### src/hw/rtl/assert_macros.svh
// Assertion macros used by the top level of the two-wire bus sequencer.
// No dependencies; include by bare file name where assertions are written.
`ifndef ASSERT_MACROS_SVH
`define ASSERT_MACROS_SVH
`ifndef SYNTHESIS
// Same-cycle implication
`define ASSERT_IMPLY(label, clk, rst, ante, cons) \
   label: assert property (@(posedge clk) disable iff (rst) (ante) |-> (cons)) \
      else $error("assertion failed: same-cycle implication");
// Next-cycle implication
`define ASSERT_NEXT(label, clk, rst, ante, cons) \
   label: assert property (@(posedge clk) disable iff (rst) (ante) |=> (cons)) \
      else $error("assertion failed: next-cycle implication");
`else
`define ASSERT_IMPLY(label, clk, rst, ante, cons)
`define ASSERT_NEXT(label, clk, rst, ante, cons)
`endif
`endif

### src/hw/rtl/i2c_seq_pkg.sv
// Shared types and constants of the two-wire bus sequencer.
// No dependencies; imported by the controller, the datapath and the top level.
package i2c_seq_pkg;

   // buffer geometry
   localparam int BUF_DEPTH = 16;
   localparam int BUF_AW    = $clog2(BUF_DEPTH);
   localparam int CNT_W     = 5;

   // request functions
   localparam logic [1:0] FUNC_EVENT = 2'd0;
   localparam logic [1:0] FUNC_LOAD  = 2'd1;
   localparam logic [1:0] FUNC_SEND  = 2'd2;
   localparam logic [1:0] FUNC_FETCH = 2'd3;

   // bus commands
   localparam logic [1:0] CMD_RELEASE = 2'd0;
   localparam logic [1:0] CMD_START   = 2'd1;
   localparam logic [1:0] CMD_STOP    = 2'd2;
   localparam logic [1:0] CMD_NONE    = 2'd3;

   // interface status codes (low three bits masked)
   localparam logic [7:0] SC_MASK            = 8'hf8;
   localparam logic [7:0] SC_START           = 8'h08;
   localparam logic [7:0] SC_REP_START       = 8'h10;
   localparam logic [7:0] SC_MT_SLA_ACK      = 8'h18;
   localparam logic [7:0] SC_MT_SLA_NACK     = 8'h20;
   localparam logic [7:0] SC_MT_DATA_ACK     = 8'h28;
   localparam logic [7:0] SC_MT_DATA_NACK    = 8'h30;
   localparam logic [7:0] SC_ARB_LOST        = 8'h38;
   localparam logic [7:0] SC_SR_SLA_ACK      = 8'h60;
   localparam logic [7:0] SC_SR_ARB_SLA      = 8'h68;
   localparam logic [7:0] SC_SR_GCALL        = 8'h70;
   localparam logic [7:0] SC_SR_ARB_GCALL    = 8'h78;
   localparam logic [7:0] SC_SR_DATA_ACK     = 8'h80;
   localparam logic [7:0] SC_SR_DATA_NACK    = 8'h88;
   localparam logic [7:0] SC_SR_GC_DATA_ACK  = 8'h90;
   localparam logic [7:0] SC_SR_GC_DATA_NACK = 8'h98;
   localparam logic [7:0] SC_SR_STOP         = 8'ha0;

   localparam logic [3:0] RETRY_LIMIT_RESET = 4'd3;

   // controller to datapath
   typedef struct packed {
      logic idle;
      logic accept;
      logic exec;
      logic fetch_step;
   } ctrl_cmd_type;

   // datapath to controller
   typedef struct packed {
      logic fetch_start;
      logic fetch_last;
      logic out_free;
   } dp_status_type;

endpackage

### src/hw/rtl/i2c_master_tx_slave_rx_sequencer.sv
// Top level of the two-wire bus master-transmit / slave-receive sequencer.
// Depends on i2c_seq_pkg, i2c_seq_ctrl, i2c_seq_dp and assert_macros.svh.
//
// Usage:
//   req_* carries one request (bus status event, transmit byte load, send
//   start or packet fetch); it transfers when req_valid is high and req_stall
//   is low. rsp_* carries results; a result transfers when rsp_valid is high
//   and rsp_stall is low. csr_retry_limit is written through csr_valid /
//   csr_ready, which is always ready; write it only while the block is idle.
//   Timing: a request is taken in the idle state and worked on in the next
//   cycle; no new request is taken until its work cycle ends. Its result is
//   registered and shows in the cycle after the work cycle. A fetch of a
//   completed packet first enters its streaming state; its bytes then follow
//   one per cycle while the result register is not stalled, through the single
//   read port of the receive buffer, and the next request is taken in the cycle
//   after the last byte is issued.
//   A waiting result does not block taking the next request; the work cycle
//   holds while the result register is full and stalled.
//   Reset clears all sequencing state and sets the retry limit to 3; the
//   byte buffers need no clearing pass and are usable at once.
module i2c_master_tx_slave_rx_sequencer
   import i2c_seq_pkg::*;
(
   input  logic              clock,
   input  logic              reset,
   // configuration
   input  logic              csr_valid,
   output logic              csr_ready,
   input  logic [3:0]        csr_retry_limit,
   // request channel
   input  logic              req_valid,
   output logic              req_stall,
   input  logic [1:0]        req_func,
   input  logic [7:0]        req_status_code,
   input  logic [7:0]        req_bus_data,
   input  logic [3:0]        req_tx_index,
   input  logic [7:0]        req_tx_byte,
   input  logic [6:0]        req_dest_address,
   input  logic [CNT_W-1:0]  req_send_length,
   // result channel
   output logic              rsp_valid,
   input  logic              rsp_stall,
   output logic [1:0]        rsp_bus_command,
   output logic              rsp_data_out_valid,
   output logic [7:0]        rsp_data_out,
   output logic              rsp_send_accepted,
   output logic              rsp_rx_valid,
   output logic [7:0]        rsp_rx_byte,
   output logic              rsp_rx_last,
   output logic [CNT_W-1:0]  rsp_rx_count,
   output logic              rsp_rx_general_call,
   output logic              rsp_rx_overflow,
   output logic              rsp_sending_busy,
   output logic              rsp_send_done
);

`include "assert_macros.svh"

   ctrl_cmd_type  ctrl_cmd;
   dp_status_type dp_status;

   assign csr_ready = 1'b1;
   assign req_stall = !ctrl_cmd.idle;

   i2c_seq_ctrl u_ctrl (
      .clock     (clock),
      .reset     (reset),
      .req_valid (req_valid),
      .status_i  (dp_status),
      .cmd_o     (ctrl_cmd)
   );

   i2c_seq_dp u_dp (
      .clock               (clock),
      .reset               (reset),
      .cmd_i               (ctrl_cmd),
      .status_o            (dp_status),
      .cfg_we              (csr_valid && csr_ready),
      .cfg_retry_limit     (csr_retry_limit),
      .req_func            (req_func),
      .req_status_code     (req_status_code),
      .req_bus_data        (req_bus_data),
      .req_tx_index        (req_tx_index),
      .req_tx_byte         (req_tx_byte),
      .req_dest_address    (req_dest_address),
      .req_send_length     (req_send_length),
      .rsp_stall           (rsp_stall),
      .rsp_valid           (rsp_valid),
      .rsp_bus_command     (rsp_bus_command),
      .rsp_data_out_valid  (rsp_data_out_valid),
      .rsp_data_out        (rsp_data_out),
      .rsp_send_accepted   (rsp_send_accepted),
      .rsp_rx_valid        (rsp_rx_valid),
      .rsp_rx_byte         (rsp_rx_byte),
      .rsp_rx_last         (rsp_rx_last),
      .rsp_rx_count        (rsp_rx_count),
      .rsp_rx_general_call (rsp_rx_general_call),
      .rsp_rx_overflow     (rsp_rx_overflow),
      .rsp_sending_busy    (rsp_sending_busy),
      .rsp_send_done       (rsp_send_done)
   );

   // a taken request keeps the input side busy for its work cycle
   `ASSERT_NEXT(a_busy_after_take, clock, reset, req_valid && !req_stall, req_stall)
   // a packet streams without gaps until its last byte
   `ASSERT_NEXT(a_fetch_stream, clock, reset,
                rsp_valid && !rsp_stall && rsp_rx_valid && !rsp_rx_last,
                rsp_valid && rsp_rx_valid)
   // a finished send always ends with a stop and no send in progress
   `ASSERT_IMPLY(a_done_stops, clock, reset, rsp_valid && rsp_send_done,
                 rsp_bus_command == CMD_STOP && !rsp_sending_busy)
   // packet items never carry bus bytes
   `ASSERT_IMPLY(a_rx_no_drive, clock, reset, rsp_valid && rsp_rx_valid,
                 !rsp_data_out_valid && rsp_bus_command == CMD_NONE)

endmodule

### src/hw/rtl/i2c_seq_ctrl.sv
// Controller state machine of the two-wire bus sequencer.
// Depends on i2c_seq_pkg; steers i2c_seq_dp through command and status structs.
module i2c_seq_ctrl
   import i2c_seq_pkg::*;
(
   input  logic          clock,
   input  logic          reset,
   input  logic          req_valid,
   input  dp_status_type status_i,
   output ctrl_cmd_type  cmd_o
);

   typedef enum logic [2:0] {
      S_IDLE  = 3'b001,
      S_EXEC  = 3'b010,
      S_FETCH = 3'b100
   } state_type;

   state_type state_ff, state_in;

   // decode commands and next state
   always_comb begin
      state_in         = state_ff;
      cmd_o.idle       = 1'b0;
      cmd_o.accept     = 1'b0;
      cmd_o.exec       = 1'b0;
      cmd_o.fetch_step = 1'b0;
      case (state_ff)
         S_IDLE: begin
            cmd_o.idle = 1'b1;
            if (req_valid) begin
               cmd_o.accept = 1'b1;
               state_in     = S_EXEC;
            end
         end
         S_EXEC: begin
            if (status_i.fetch_start) begin
               state_in = S_FETCH;
            end else if (status_i.out_free) begin
               cmd_o.exec = 1'b1;
               state_in   = S_IDLE;
            end
         end
         S_FETCH: begin
            if (status_i.out_free) begin
               cmd_o.fetch_step = 1'b1;
               if (status_i.fetch_last) begin
                  state_in = S_IDLE;
               end
            end
         end
         default: begin
            state_in = S_IDLE;
         end
      endcase
   end

   always_ff @(posedge clock) begin
      if (reset) begin
         state_ff <= S_IDLE;
      end else begin
         state_ff <= state_in;
      end
   end

endmodule

### src/hw/rtl/i2c_seq_dp.sv
// Datapath of the two-wire bus sequencer: item latch, transmit and receive
// buffers, sequencing state and the result register. Depends on i2c_seq_pkg.
module i2c_seq_dp
   import i2c_seq_pkg::*;
(
   input  logic              clock,
   input  logic              reset,
   input  ctrl_cmd_type      cmd_i,
   output dp_status_type     status_o,
   // configuration
   input  logic              cfg_we,
   input  logic [3:0]        cfg_retry_limit,
   // request item
   input  logic [1:0]        req_func,
   input  logic [7:0]        req_status_code,
   input  logic [7:0]        req_bus_data,
   input  logic [3:0]        req_tx_index,
   input  logic [7:0]        req_tx_byte,
   input  logic [6:0]        req_dest_address,
   input  logic [CNT_W-1:0]  req_send_length,
   // result item
   input  logic              rsp_stall,
   output logic              rsp_valid,
   output logic [1:0]        rsp_bus_command,
   output logic              rsp_data_out_valid,
   output logic [7:0]        rsp_data_out,
   output logic              rsp_send_accepted,
   output logic              rsp_rx_valid,
   output logic [7:0]        rsp_rx_byte,
   output logic              rsp_rx_last,
   output logic [CNT_W-1:0]  rsp_rx_count,
   output logic              rsp_rx_general_call,
   output logic              rsp_rx_overflow,
   output logic              rsp_sending_busy,
   output logic              rsp_send_done
);

   typedef struct packed {
      logic [1:0]       bus_command;
      logic             data_out_valid;
      logic [7:0]       data_out;
      logic             send_accepted;
      logic             rx_valid;
      logic [7:0]       rx_byte;
      logic             rx_last;
      logic [CNT_W-1:0] rx_count;
      logic             rx_general_call;
      logic             rx_overflow;
      logic             sending_busy;
      logic             send_done;
   } result_type;

   // latched item
   logic [1:0]       func_ff;
   logic [7:0]       status_ff;
   logic [7:0]       bus_data_ff;
   logic [3:0]       tx_index_ff;
   logic [7:0]       tx_byte_ff;
   logic [6:0]       dest_ff;
   logic [CNT_W-1:0] send_len_ff;

   // buffers
   logic [7:0]       tx_mem [BUF_DEPTH];
   logic [7:0]       rx_mem [BUF_DEPTH];
   logic [7:0]       tx_rd_ff;
   logic [7:0]       rx_rd_ff;
   logic [BUF_AW-1:0] tx_raddr;
   logic [BUF_AW-1:0] rx_raddr;
   logic             tx_we;
   logic             rx_we;
   logic [BUF_AW-1:0] rx_waddr;

   // sequencing state
   logic [3:0]       retry_limit_ff;
   logic             sending_ff, sending_in;
   logic             receiving_ff, receiving_in;
   logic [3:0]       retry_ff, retry_in;
   logic [CNT_W-1:0] tx_len_ff, tx_len_in;
   logic [CNT_W-1:0] tx_pos_ff, tx_pos_in;
   logic [6:0]       tx_target_ff, tx_target_in;
   logic [CNT_W-1:0] rx_fill_ff, rx_fill_in;
   logic             rx_done_ff, rx_done_in;
   logic             rx_ovf_ff, rx_ovf_in;
   logic             rx_gc_ff, rx_gc_in;
   logic [CNT_W-1:0] fetch_k_ff, fetch_k_in;

   // result register
   logic             out_valid_ff, out_valid_in;
   result_type       out_ff;
   result_type       exec_res;
   result_type       fetch_res;

   // helpers
   logic [7:0]       status_class;
   logic [CNT_W-1:0] fill_base;
   logic             ovf_base;
   logic             gc_base;
   logic [CNT_W-1:0] fetch_items;
   logic [CNT_W-1:0] fetch_k_next;
   logic             exec_done;
   logic             rx_take;
   logic             rx_take_gc;

   // buffer base when a byte arrives: a completed packet is discarded first
   assign fill_base = rx_done_ff ? '0 : rx_fill_ff;
   assign ovf_base  = rx_done_ff ? 1'b0 : rx_ovf_ff;
   assign gc_base   = rx_done_ff ? 1'b0 : rx_gc_ff;

   assign status_class = status_ff & SC_MASK;
   assign fetch_items  = (rx_fill_ff == '0) ? CNT_W'(1) : rx_fill_ff;
   assign fetch_k_next = fetch_k_ff + CNT_W'(1);

   // status to controller
   assign status_o.out_free    = !out_valid_ff || !rsp_stall;
   assign status_o.fetch_start = (func_ff == FUNC_FETCH) && rx_done_ff;
   assign status_o.fetch_last  = (fetch_k_next == fetch_items);

   // buffer read addresses: address-ack uses entry zero
   assign tx_raddr = ((req_status_code & SC_MASK) == SC_MT_SLA_ACK) ?
                     '0 : tx_pos_ff[BUF_AW-1:0];
   assign rx_raddr = cmd_i.fetch_step ? fetch_k_next[BUF_AW-1:0] : '0;

   // process one item
   always_comb begin
      sending_in   = sending_ff;
      receiving_in = receiving_ff;
      retry_in     = retry_ff;
      tx_len_in    = tx_len_ff;
      tx_pos_in    = tx_pos_ff;
      tx_target_in = tx_target_ff;
      rx_fill_in   = rx_fill_ff;
      rx_done_in   = rx_done_ff;
      rx_ovf_in    = rx_ovf_ff;
      rx_gc_in     = rx_gc_ff;
      tx_we        = 1'b0;
      rx_we        = 1'b0;
      rx_waddr     = fill_base[BUF_AW-1:0];
      rx_take      = 1'b0;
      rx_take_gc   = 1'b0;
      exec_done    = 1'b0;
      exec_res     = '0;
      exec_res.bus_command = CMD_NONE;

      if (cmd_i.exec) begin
         case (func_ff)
            FUNC_EVENT: begin
               exec_res.bus_command = CMD_RELEASE;
               case (status_class) inside
                  SC_SR_SLA_ACK, SC_SR_ARB_SLA, SC_SR_GCALL, SC_SR_ARB_GCALL: begin
                     receiving_in = 1'b1;
                  end
                  SC_SR_DATA_ACK, SC_SR_DATA_NACK: begin
                     rx_take = 1'b1;
                  end
                  SC_SR_GC_DATA_ACK, SC_SR_GC_DATA_NACK: begin
                     rx_take    = 1'b1;
                     rx_take_gc = 1'b1;
                  end
                  SC_SR_STOP: begin
                     if (receiving_ff) begin
                        rx_done_in   = 1'b1;
                        receiving_in = 1'b0;
                     end
                     exec_res.bus_command = sending_ff ? CMD_START : CMD_RELEASE;
                  end
                  SC_START, SC_REP_START: begin
                     if (sending_ff) begin
                        exec_res.data_out_valid = 1'b1;
                        exec_res.data_out       = {tx_target_ff, 1'b0};
                        if (status_class == SC_START) begin
                           retry_in = '0;
                        end
                     end else begin
                        exec_res.bus_command = CMD_STOP;
                     end
                  end
                  SC_MT_SLA_ACK: begin
                     if (sending_ff && tx_len_ff != '0) begin
                        exec_res.data_out_valid = 1'b1;
                        exec_res.data_out       = tx_rd_ff;
                        tx_pos_in               = CNT_W'(1);
                        retry_in                = '0;
                     end else begin
                        exec_res.bus_command = CMD_STOP;
                     end
                  end
                  SC_MT_SLA_NACK: begin
                     if (retry_ff < retry_limit_ff) begin
                        exec_res.bus_command = CMD_START;
                        retry_in             = retry_ff + 4'd1;
                     end else begin
                        exec_res.bus_command = CMD_STOP;
                        sending_in           = 1'b0;
                     end
                  end
                  SC_MT_DATA_ACK: begin
                     if (sending_ff) begin
                        if (tx_pos_ff < tx_len_ff && tx_pos_ff < CNT_W'(BUF_DEPTH)) begin
                           exec_res.data_out_valid = 1'b1;
                           exec_res.data_out       = tx_rd_ff;
                           tx_pos_in               = tx_pos_ff + CNT_W'(1);
                        end else begin
                           exec_res.bus_command = CMD_STOP;
                           sending_in           = 1'b0;
                           exec_done            = 1'b1;
                        end
                     end else begin
                        exec_res.bus_command = CMD_STOP;
                     end
                  end
                  SC_MT_DATA_NACK: begin
                     exec_res.bus_command = CMD_STOP;
                     sending_in           = 1'b0;
                  end
                  SC_ARB_LOST: begin
                     exec_res.bus_command = CMD_START;
                  end
                  default: begin
                     exec_res.bus_command = CMD_RELEASE;
                  end
               endcase
            end
            FUNC_LOAD: begin
               if (!sending_ff && ({1'b0, tx_index_ff} < CNT_W'(BUF_DEPTH))) begin
                  tx_we = 1'b1;
               end
            end
            FUNC_SEND: begin
               if (!sending_ff && send_len_ff != '0 &&
                   send_len_ff <= CNT_W'(BUF_DEPTH)) begin
                  tx_len_in              = send_len_ff;
                  tx_target_in           = dest_ff;
                  tx_pos_in              = '0;
                  sending_in             = 1'b1;
                  exec_res.send_accepted = 1'b1;
                  if (!receiving_ff) begin
                     exec_res.bus_command = CMD_START;
                  end
               end
            end
            default: begin
               // fetch with nothing complete: empty answer
            end
         endcase

         // store a received byte, dropping it when the buffer is full
         if (rx_take) begin
            receiving_in = 1'b1;
            rx_done_in   = 1'b0;
            rx_ovf_in    = ovf_base;
            rx_gc_in     = gc_base | rx_take_gc;
            if (fill_base < CNT_W'(BUF_DEPTH)) begin
               rx_we      = 1'b1;
               rx_fill_in = fill_base + CNT_W'(1);
            end else begin
               rx_fill_in = fill_base;
               rx_ovf_in  = 1'b1;
            end
         end
      end

      // drop the packet after its last item goes out
      if (cmd_i.fetch_step && status_o.fetch_last) begin
         rx_fill_in = '0;
         rx_done_in = 1'b0;
         rx_ovf_in  = 1'b0;
         rx_gc_in   = 1'b0;
      end

      exec_res.sending_busy = sending_in;
      exec_res.send_done    = exec_done;
   end

   // one item of a fetched packet
   always_comb begin
      fetch_res                 = '0;
      fetch_res.bus_command     = CMD_NONE;
      fetch_res.rx_valid        = 1'b1;
      fetch_res.rx_byte         = (rx_fill_ff != '0) ? rx_rd_ff : 8'd0;
      fetch_res.rx_last         = status_o.fetch_last;
      fetch_res.rx_count        = rx_fill_ff;
      fetch_res.rx_general_call = rx_gc_ff;
      fetch_res.rx_overflow     = rx_ovf_ff;
      fetch_res.sending_busy    = sending_ff;
   end

   // advance fetch position
   always_comb begin
      fetch_k_in = fetch_k_ff;
      if (cmd_i.accept) begin
         fetch_k_in = '0;
      end else if (cmd_i.fetch_step) begin
         fetch_k_in = fetch_k_next;
      end
   end

   // hold the result until the receiver takes it
   always_comb begin
      out_valid_in = out_valid_ff;
      if (cmd_i.exec || cmd_i.fetch_step) begin
         out_valid_in = 1'b1;
      end else if (!rsp_stall) begin
         out_valid_in = 1'b0;
      end
   end

   // control and sequencing state
   always_ff @(posedge clock) begin
      if (reset) begin
         retry_limit_ff <= RETRY_LIMIT_RESET;
         sending_ff     <= 1'b0;
         receiving_ff   <= 1'b0;
         retry_ff       <= '0;
         tx_len_ff      <= '0;
         tx_pos_ff      <= '0;
         tx_target_ff   <= '0;
         rx_fill_ff     <= '0;
         rx_done_ff     <= 1'b0;
         rx_ovf_ff      <= 1'b0;
         rx_gc_ff       <= 1'b0;
         fetch_k_ff     <= '0;
         out_valid_ff   <= 1'b0;
      end else begin
         if (cfg_we) begin
            retry_limit_ff <= cfg_retry_limit;
         end
         sending_ff   <= sending_in;
         receiving_ff <= receiving_in;
         retry_ff     <= retry_in;
         tx_len_ff    <= tx_len_in;
         tx_pos_ff    <= tx_pos_in;
         tx_target_ff <= tx_target_in;
         rx_fill_ff   <= rx_fill_in;
         rx_done_ff   <= rx_done_in;
         rx_ovf_ff    <= rx_ovf_in;
         rx_gc_ff     <= rx_gc_in;
         fetch_k_ff   <= fetch_k_in;
         out_valid_ff <= out_valid_in;
      end
   end

   // latch the item on a transfer
   always_ff @(posedge clock) begin
      if (cmd_i.accept) begin
         func_ff     <= req_func;
         status_ff   <= req_status_code;
         bus_data_ff <= req_bus_data;
         tx_index_ff <= req_tx_index;
         tx_byte_ff  <= req_tx_byte;
         dest_ff     <= req_dest_address;
         send_len_ff <= req_send_length;
      end
   end

   // transmit buffer
   always_ff @(posedge clock) begin
      if (tx_we) begin
         tx_mem[tx_index_ff[BUF_AW-1:0]] <= tx_byte_ff;
      end
      if (cmd_i.accept) begin
         tx_rd_ff <= tx_mem[tx_raddr];
      end
   end

   // receive buffer
   always_ff @(posedge clock) begin
      if (rx_we) begin
         rx_mem[rx_waddr] <= bus_data_ff;
      end
      if (cmd_i.accept || cmd_i.fetch_step) begin
         rx_rd_ff <= rx_mem[rx_raddr];
      end
   end

   // result payload
   always_ff @(posedge clock) begin
      if (cmd_i.exec) begin
         out_ff <= exec_res;
      end else if (cmd_i.fetch_step) begin
         out_ff <= fetch_res;
      end
   end

   assign rsp_valid           = out_valid_ff;
   assign rsp_bus_command     = out_ff.bus_command;
   assign rsp_data_out_valid  = out_ff.data_out_valid;
   assign rsp_data_out        = out_ff.data_out;
   assign rsp_send_accepted   = out_ff.send_accepted;
   assign rsp_rx_valid        = out_ff.rx_valid;
   assign rsp_rx_byte         = out_ff.rx_byte;
   assign rsp_rx_last         = out_ff.rx_last;
   assign rsp_rx_count        = out_ff.rx_count;
   assign rsp_rx_general_call = out_ff.rx_general_call;
   assign rsp_rx_overflow     = out_ff.rx_overflow;
   assign rsp_sending_busy    = out_ff.sending_busy;
   assign rsp_send_done       = out_ff.send_done;

endmodule

### config.mk
export PLATFORM = sky130hd
export DESIGN_NAME = i2c_master_tx_slave_rx_sequencer
export DESIGN_NICKNAME = d
export VERILOG_FILES = /design/src/hw/rtl/i2c_seq_pkg.sv /design/src/hw/rtl/i2c_master_tx_slave_rx_sequencer.sv /design/src/hw/rtl/i2c_seq_ctrl.sv /design/src/hw/rtl/i2c_seq_dp.sv
export VERILOG_INCLUDE_DIRS = /design/src /design/src/hw/rtl
export SDC_FILE = /design/constraint.sdc
export NUM_CORES = 1
export LEC_CHECK = 0
export BUFFER_PORTS_ARGS = -buffer_cell sky130_fd_sc_hd__buf_2
export CAP_MARGIN = 5
export CORE_MARGIN = 2
export CORE_UTILIZATION = 57
export DETAILED_ROUTE_END_ITERATION = 6
export PLACE_DENSITY_LB_ADDON = 0.2
export SETUP_SLACK_MARGIN = 0.5
export SKIP_CTS_REPAIR_TIMING = 1
export SLEW_MARGIN = 20
export SYNTH_ARGS = -nofsm -noshare
export SYNTH_HDL_FRONTEND = slang
export SYNTH_SLANG_ARGS = --single-unit
### constraint.sdc
create_clock -name clock -period 3.4 [get_ports clock]
set_clock_uncertainty 0.05 [all_clocks]
set_input_delay 0.85 -clock clock [delete_from_list [all_inputs] [get_ports clock]]
set_output_delay 0.85 -clock clock [all_outputs]
set_load 0.05 [all_outputs]
==> flow_metrics.py <==
metrics = {
    "global_routing": {
        "grt_overflow": 0,
        "grt_start_max_net_pins": 35,
        "grt_pass1_vias": 9301,
        "grt.total_usage": 0.233,
        "grt_pass1_wl_mm": 51.6,
        "antenna_found_initial": 0,
    },
    "worst_setup_path": {
        "endpoint_kind": "flip-flop",
        "cp-start-kind": "flip-flop",
        "r2r-start": "u_dp.fetch_k_ff[1]",
        "crit_end": "u_dp.rx_fill_ff[4]",
        "crit_start": "u_dp.fetch_k_ff[1]",
        "worst-path-max-fanout": 9,
        "r2r_cells": 8,
        "critPathKind": "flip-flop to flip-flop",
        "r2r_slack_ns": 0.70,
        "cp.required_ns": 3.74,
        "worstPathArrival_ns": 3.04,
        "r2r_end": "u_dp.rx_fill_ff[4]",
    },
    "cts": {
        "numClockSinks": 386,
        "clkTransAtPathRegs_ns": 0.06,
        "cts_buffers": 40,
        "cts_tree": "done",
        "clk_latency_ns": 0.53,
        "cts.path.max_buffers": 3,
        "clock-root-buffer": "clkbuf_16",
        "h-tree-depth": 2,
    },
    "synth": {
        "syn_inst": 1127,
        "synth_adder_area_share": 0.0110,
        "yosys.area_share.simple": 0.0914,
        "ys_types": 79,
        "synth_area_leader_cell": "edfxtp_1",
        "synthTopCellsByArea": "edfxtp_1, dfxtp_1, mux2i_1",
        "synth_enable_flop_cells": 325,
        "async_flop_share": 0,
        "synth.avg_cell_area_sq_um": 14.1,
        "synth_compound_area_frac": 0.0940,
        "synth-seq-cells": 386,
        "synth_top_flop_cell": "edfxtp_1",
        "synth_top_family_by_area": "compound AO/OA/AOI/OAI gates",
        "ys.warnings.count": 0,
        "ys_seq_area_frac": 0.690,
        "synth_xor_area_frac": 0.00779,
        "synth_area_sq_mm": 0.0159,
        "syn_nets": 1192,
        "synth_mux_area_frac": 0.0824,
        "synth_top_area_share": 0.613,
    },
    "sta": {
        "max_slew.worst_pin.slew_ns": 0.867,
        "fin_tns_setup_ns": 0,
        "relSlewSlack": 0.419,
        "post-route-min-period_ns": 2.70,
        "finalSetupViolations": 0,
        "fin_crit_sh": 0.793,
        "rsz0062_at_grt": "false",
        "drv_slew": 0,
        "fmax_mhz": 371,
        "hold_viol": 0,
    },
    "worst_hold_path": {
        "hold_path_class": "flip-flop to flip-flop",
        "hold_path_depth": 2,
    },
    "flow_run": {
        "max_cap_viol_count": 0,
    },
    "floorplan": {
        "fp.dieH_um": 171,
        "placementRows": 61,
        "die_area_sq_mm": 0.0293,
        "core_sq_mm": 0.0276,
        "ios": 85,
        "chipWidth_um": 171,
        "start_util": 0.576,
    },
    "detailed_routing": {
        "via_per_inst": 5.91,
        "num_vias": 9756,
        "routedWlPerCell_um": 20.5,
        "drt_wl_total_mm": 33.9,
        "ant_nets": 0,
        "drtIter0Drc": 1015,
        "firstDrtPassIters": 7,
        "drc": 0,
    },
    "pwr": {
        "powerDensity_mw_per_mm2": 534,
        "ir_drop_mv": 0.354,
        "leakage_uw": 0.00624,
    },
    "layout": {
        "regArea_sq_mm": 0.0110,
        "fin_nets": 1307,
        "diodes": 0,
        "area_delta_synth_final_pct": 14.5,
        "drive_above_1_share": 0.208,
        "final_util": 0.660,
        "multi_input_area_sq_mm": 0.00460,
        "fill_cells": 2051,
    },
    "placed_design": {
        "io_buffers": 80,
        "dp_hpwl_mm": 22.0,
        "place.gp.congestion": 0.866,
    },
    "status": {
        "outcome": "complete, no violations",
    },
}
-- critical path, cell delays in order (launching register included) --
cell and delay, ns:
dfxtp_1 0.38, ha_1 0.39, xnor2_4 0.15, xnor2_1 0.15, or3_1 0.34, a2111oi_0 0.42
buf_4 0.20, and2_1 0.34, a2111oi_0 0.13
-- report_power, final --
group	total, uW	switching, uW	leakage, uW	internal, uW
Clock	4210	1710	0.000618	2490
Combinational	206	135	0.00219	70.5
Sequential	5320	107	0.00343	5210
Total	9730	1960	0.00624	7770
-- metrics by stage --
stage	total power, uW	setup WS, ns	cell area [sq um]	std cells	hold WS, ns
after floorplan	5500	0.401	15900	1127	0.366
after global placement	5610	0.358	16900	1577	0.376
after detailed placement	5620	0.347	16900	1577	0.381
after CTS	9790	0.628	18200	1650	0.391
after global routing	10000	0.515	18200	1651	0.405
final	9730	0.703	18200	1651	0.391
-- cells in the mapped netlist (all sizes together) (23+ instances only) --
library cell / n
edfxtp: 325
mux2i: 68
o21ai: 43
buf: 29
a21oi: 53
inv: 23
dfxtp: 61
nand2: 71
clkbuf: 30
mux2: 36
nor3: 27
nor2: 82
nand3: 37
-- registers in the layout (all words and copies together) (netlist names), 8 cells and up --
register / count
u_dp.rx_mem: 128
u_dp.rx_rd_ff: 8
u_dp.rsp_rx_byte: 8
u_dp.tx_rd_ff: 8
u_dp.tx_mem: 128
u_dp.tx_byte_ff: 8
u_dp.rsp_data_out: 8
u_dp.bus_data_ff: 8
-- worst min-delay path by stage --
stage                       from  slack (ns)              endpoint
2_1_floorplan     u_dp.rx_ovf_ff        0.37  u_dp.rsp_rx_overflow
3_3_place_gp   u_dp.rsp_rx_valid        0.38     u_dp.rsp_rx_valid
3_5_place_dp   u_dp.rsp_rx_valid        0.38     u_dp.rsp_rx_valid
4_1_cts        u_dp.rsp_rx_valid        0.39     u_dp.rsp_rx_valid
5_1_grt        u_dp.rsp_rx_valid        0.40     u_dp.rsp_rx_valid
6_report       u_dp.rsp_rx_valid        0.39     u_dp.rsp_rx_valid
-- area by class of cell --
class | instances | area share
Inverter | 24 | 0.00494
Sequential cell | 386 | 0.603
Tap cell | 378 | 0.0260
Timing Repair Buffer | 132 | 0.0448
Clock buffer | 55 | 0.0603
Multi-Input combinational cell | 658 | 0.252
Clock inverter | 18 | 0.00920
-- cell usage in the layout, fill, tap and decap left out, drive strengths merged, types with 4 or more instances in the layout --
cell	count
o21ai	43
o22ai	13
and2	22
nor4	6
o211ai	6
xnor2	5
mux2i	68
clkbuf	55
a211oi	6
mux2	36
xor2	7
clkinv	13
dfxtp	61
mux4	10
nand2	71
or3	5
a22o	10
a21o	4
nor3	27
a221o	8
nor2	82
nand2b	16
a21oi	53
buf	132
inv	25
a221oi	4
ha	14
a31oi	15
a22oi	21
edfxtp	325
and3	8
nand3	37
a211o	9
-- routing by layer --
metal | share of wire | track usage | vias up
met3 | 0.073 | 0.0354 | 61
met1 | 0.45 | 0.349 | 4764
li1 | - | - | 4553
met5 | 0 | 0 | -
met4 | 0.025 | 0.0792 | 0
met2 | 0.45 | 0.352 | 378
-- cells by family (layout without fill, tap and decap cells) --
kind of cell	count (synthesis)	count (layout)
compound gates	222	222
fa+ha+maj	14	14
buf+inv	83	229
mux	114	114
other cells	1	1
simple gates	295	295
flops	386	386
xor+xnor	12	12
Note: power is estimated with default switching activity, not from simulation.
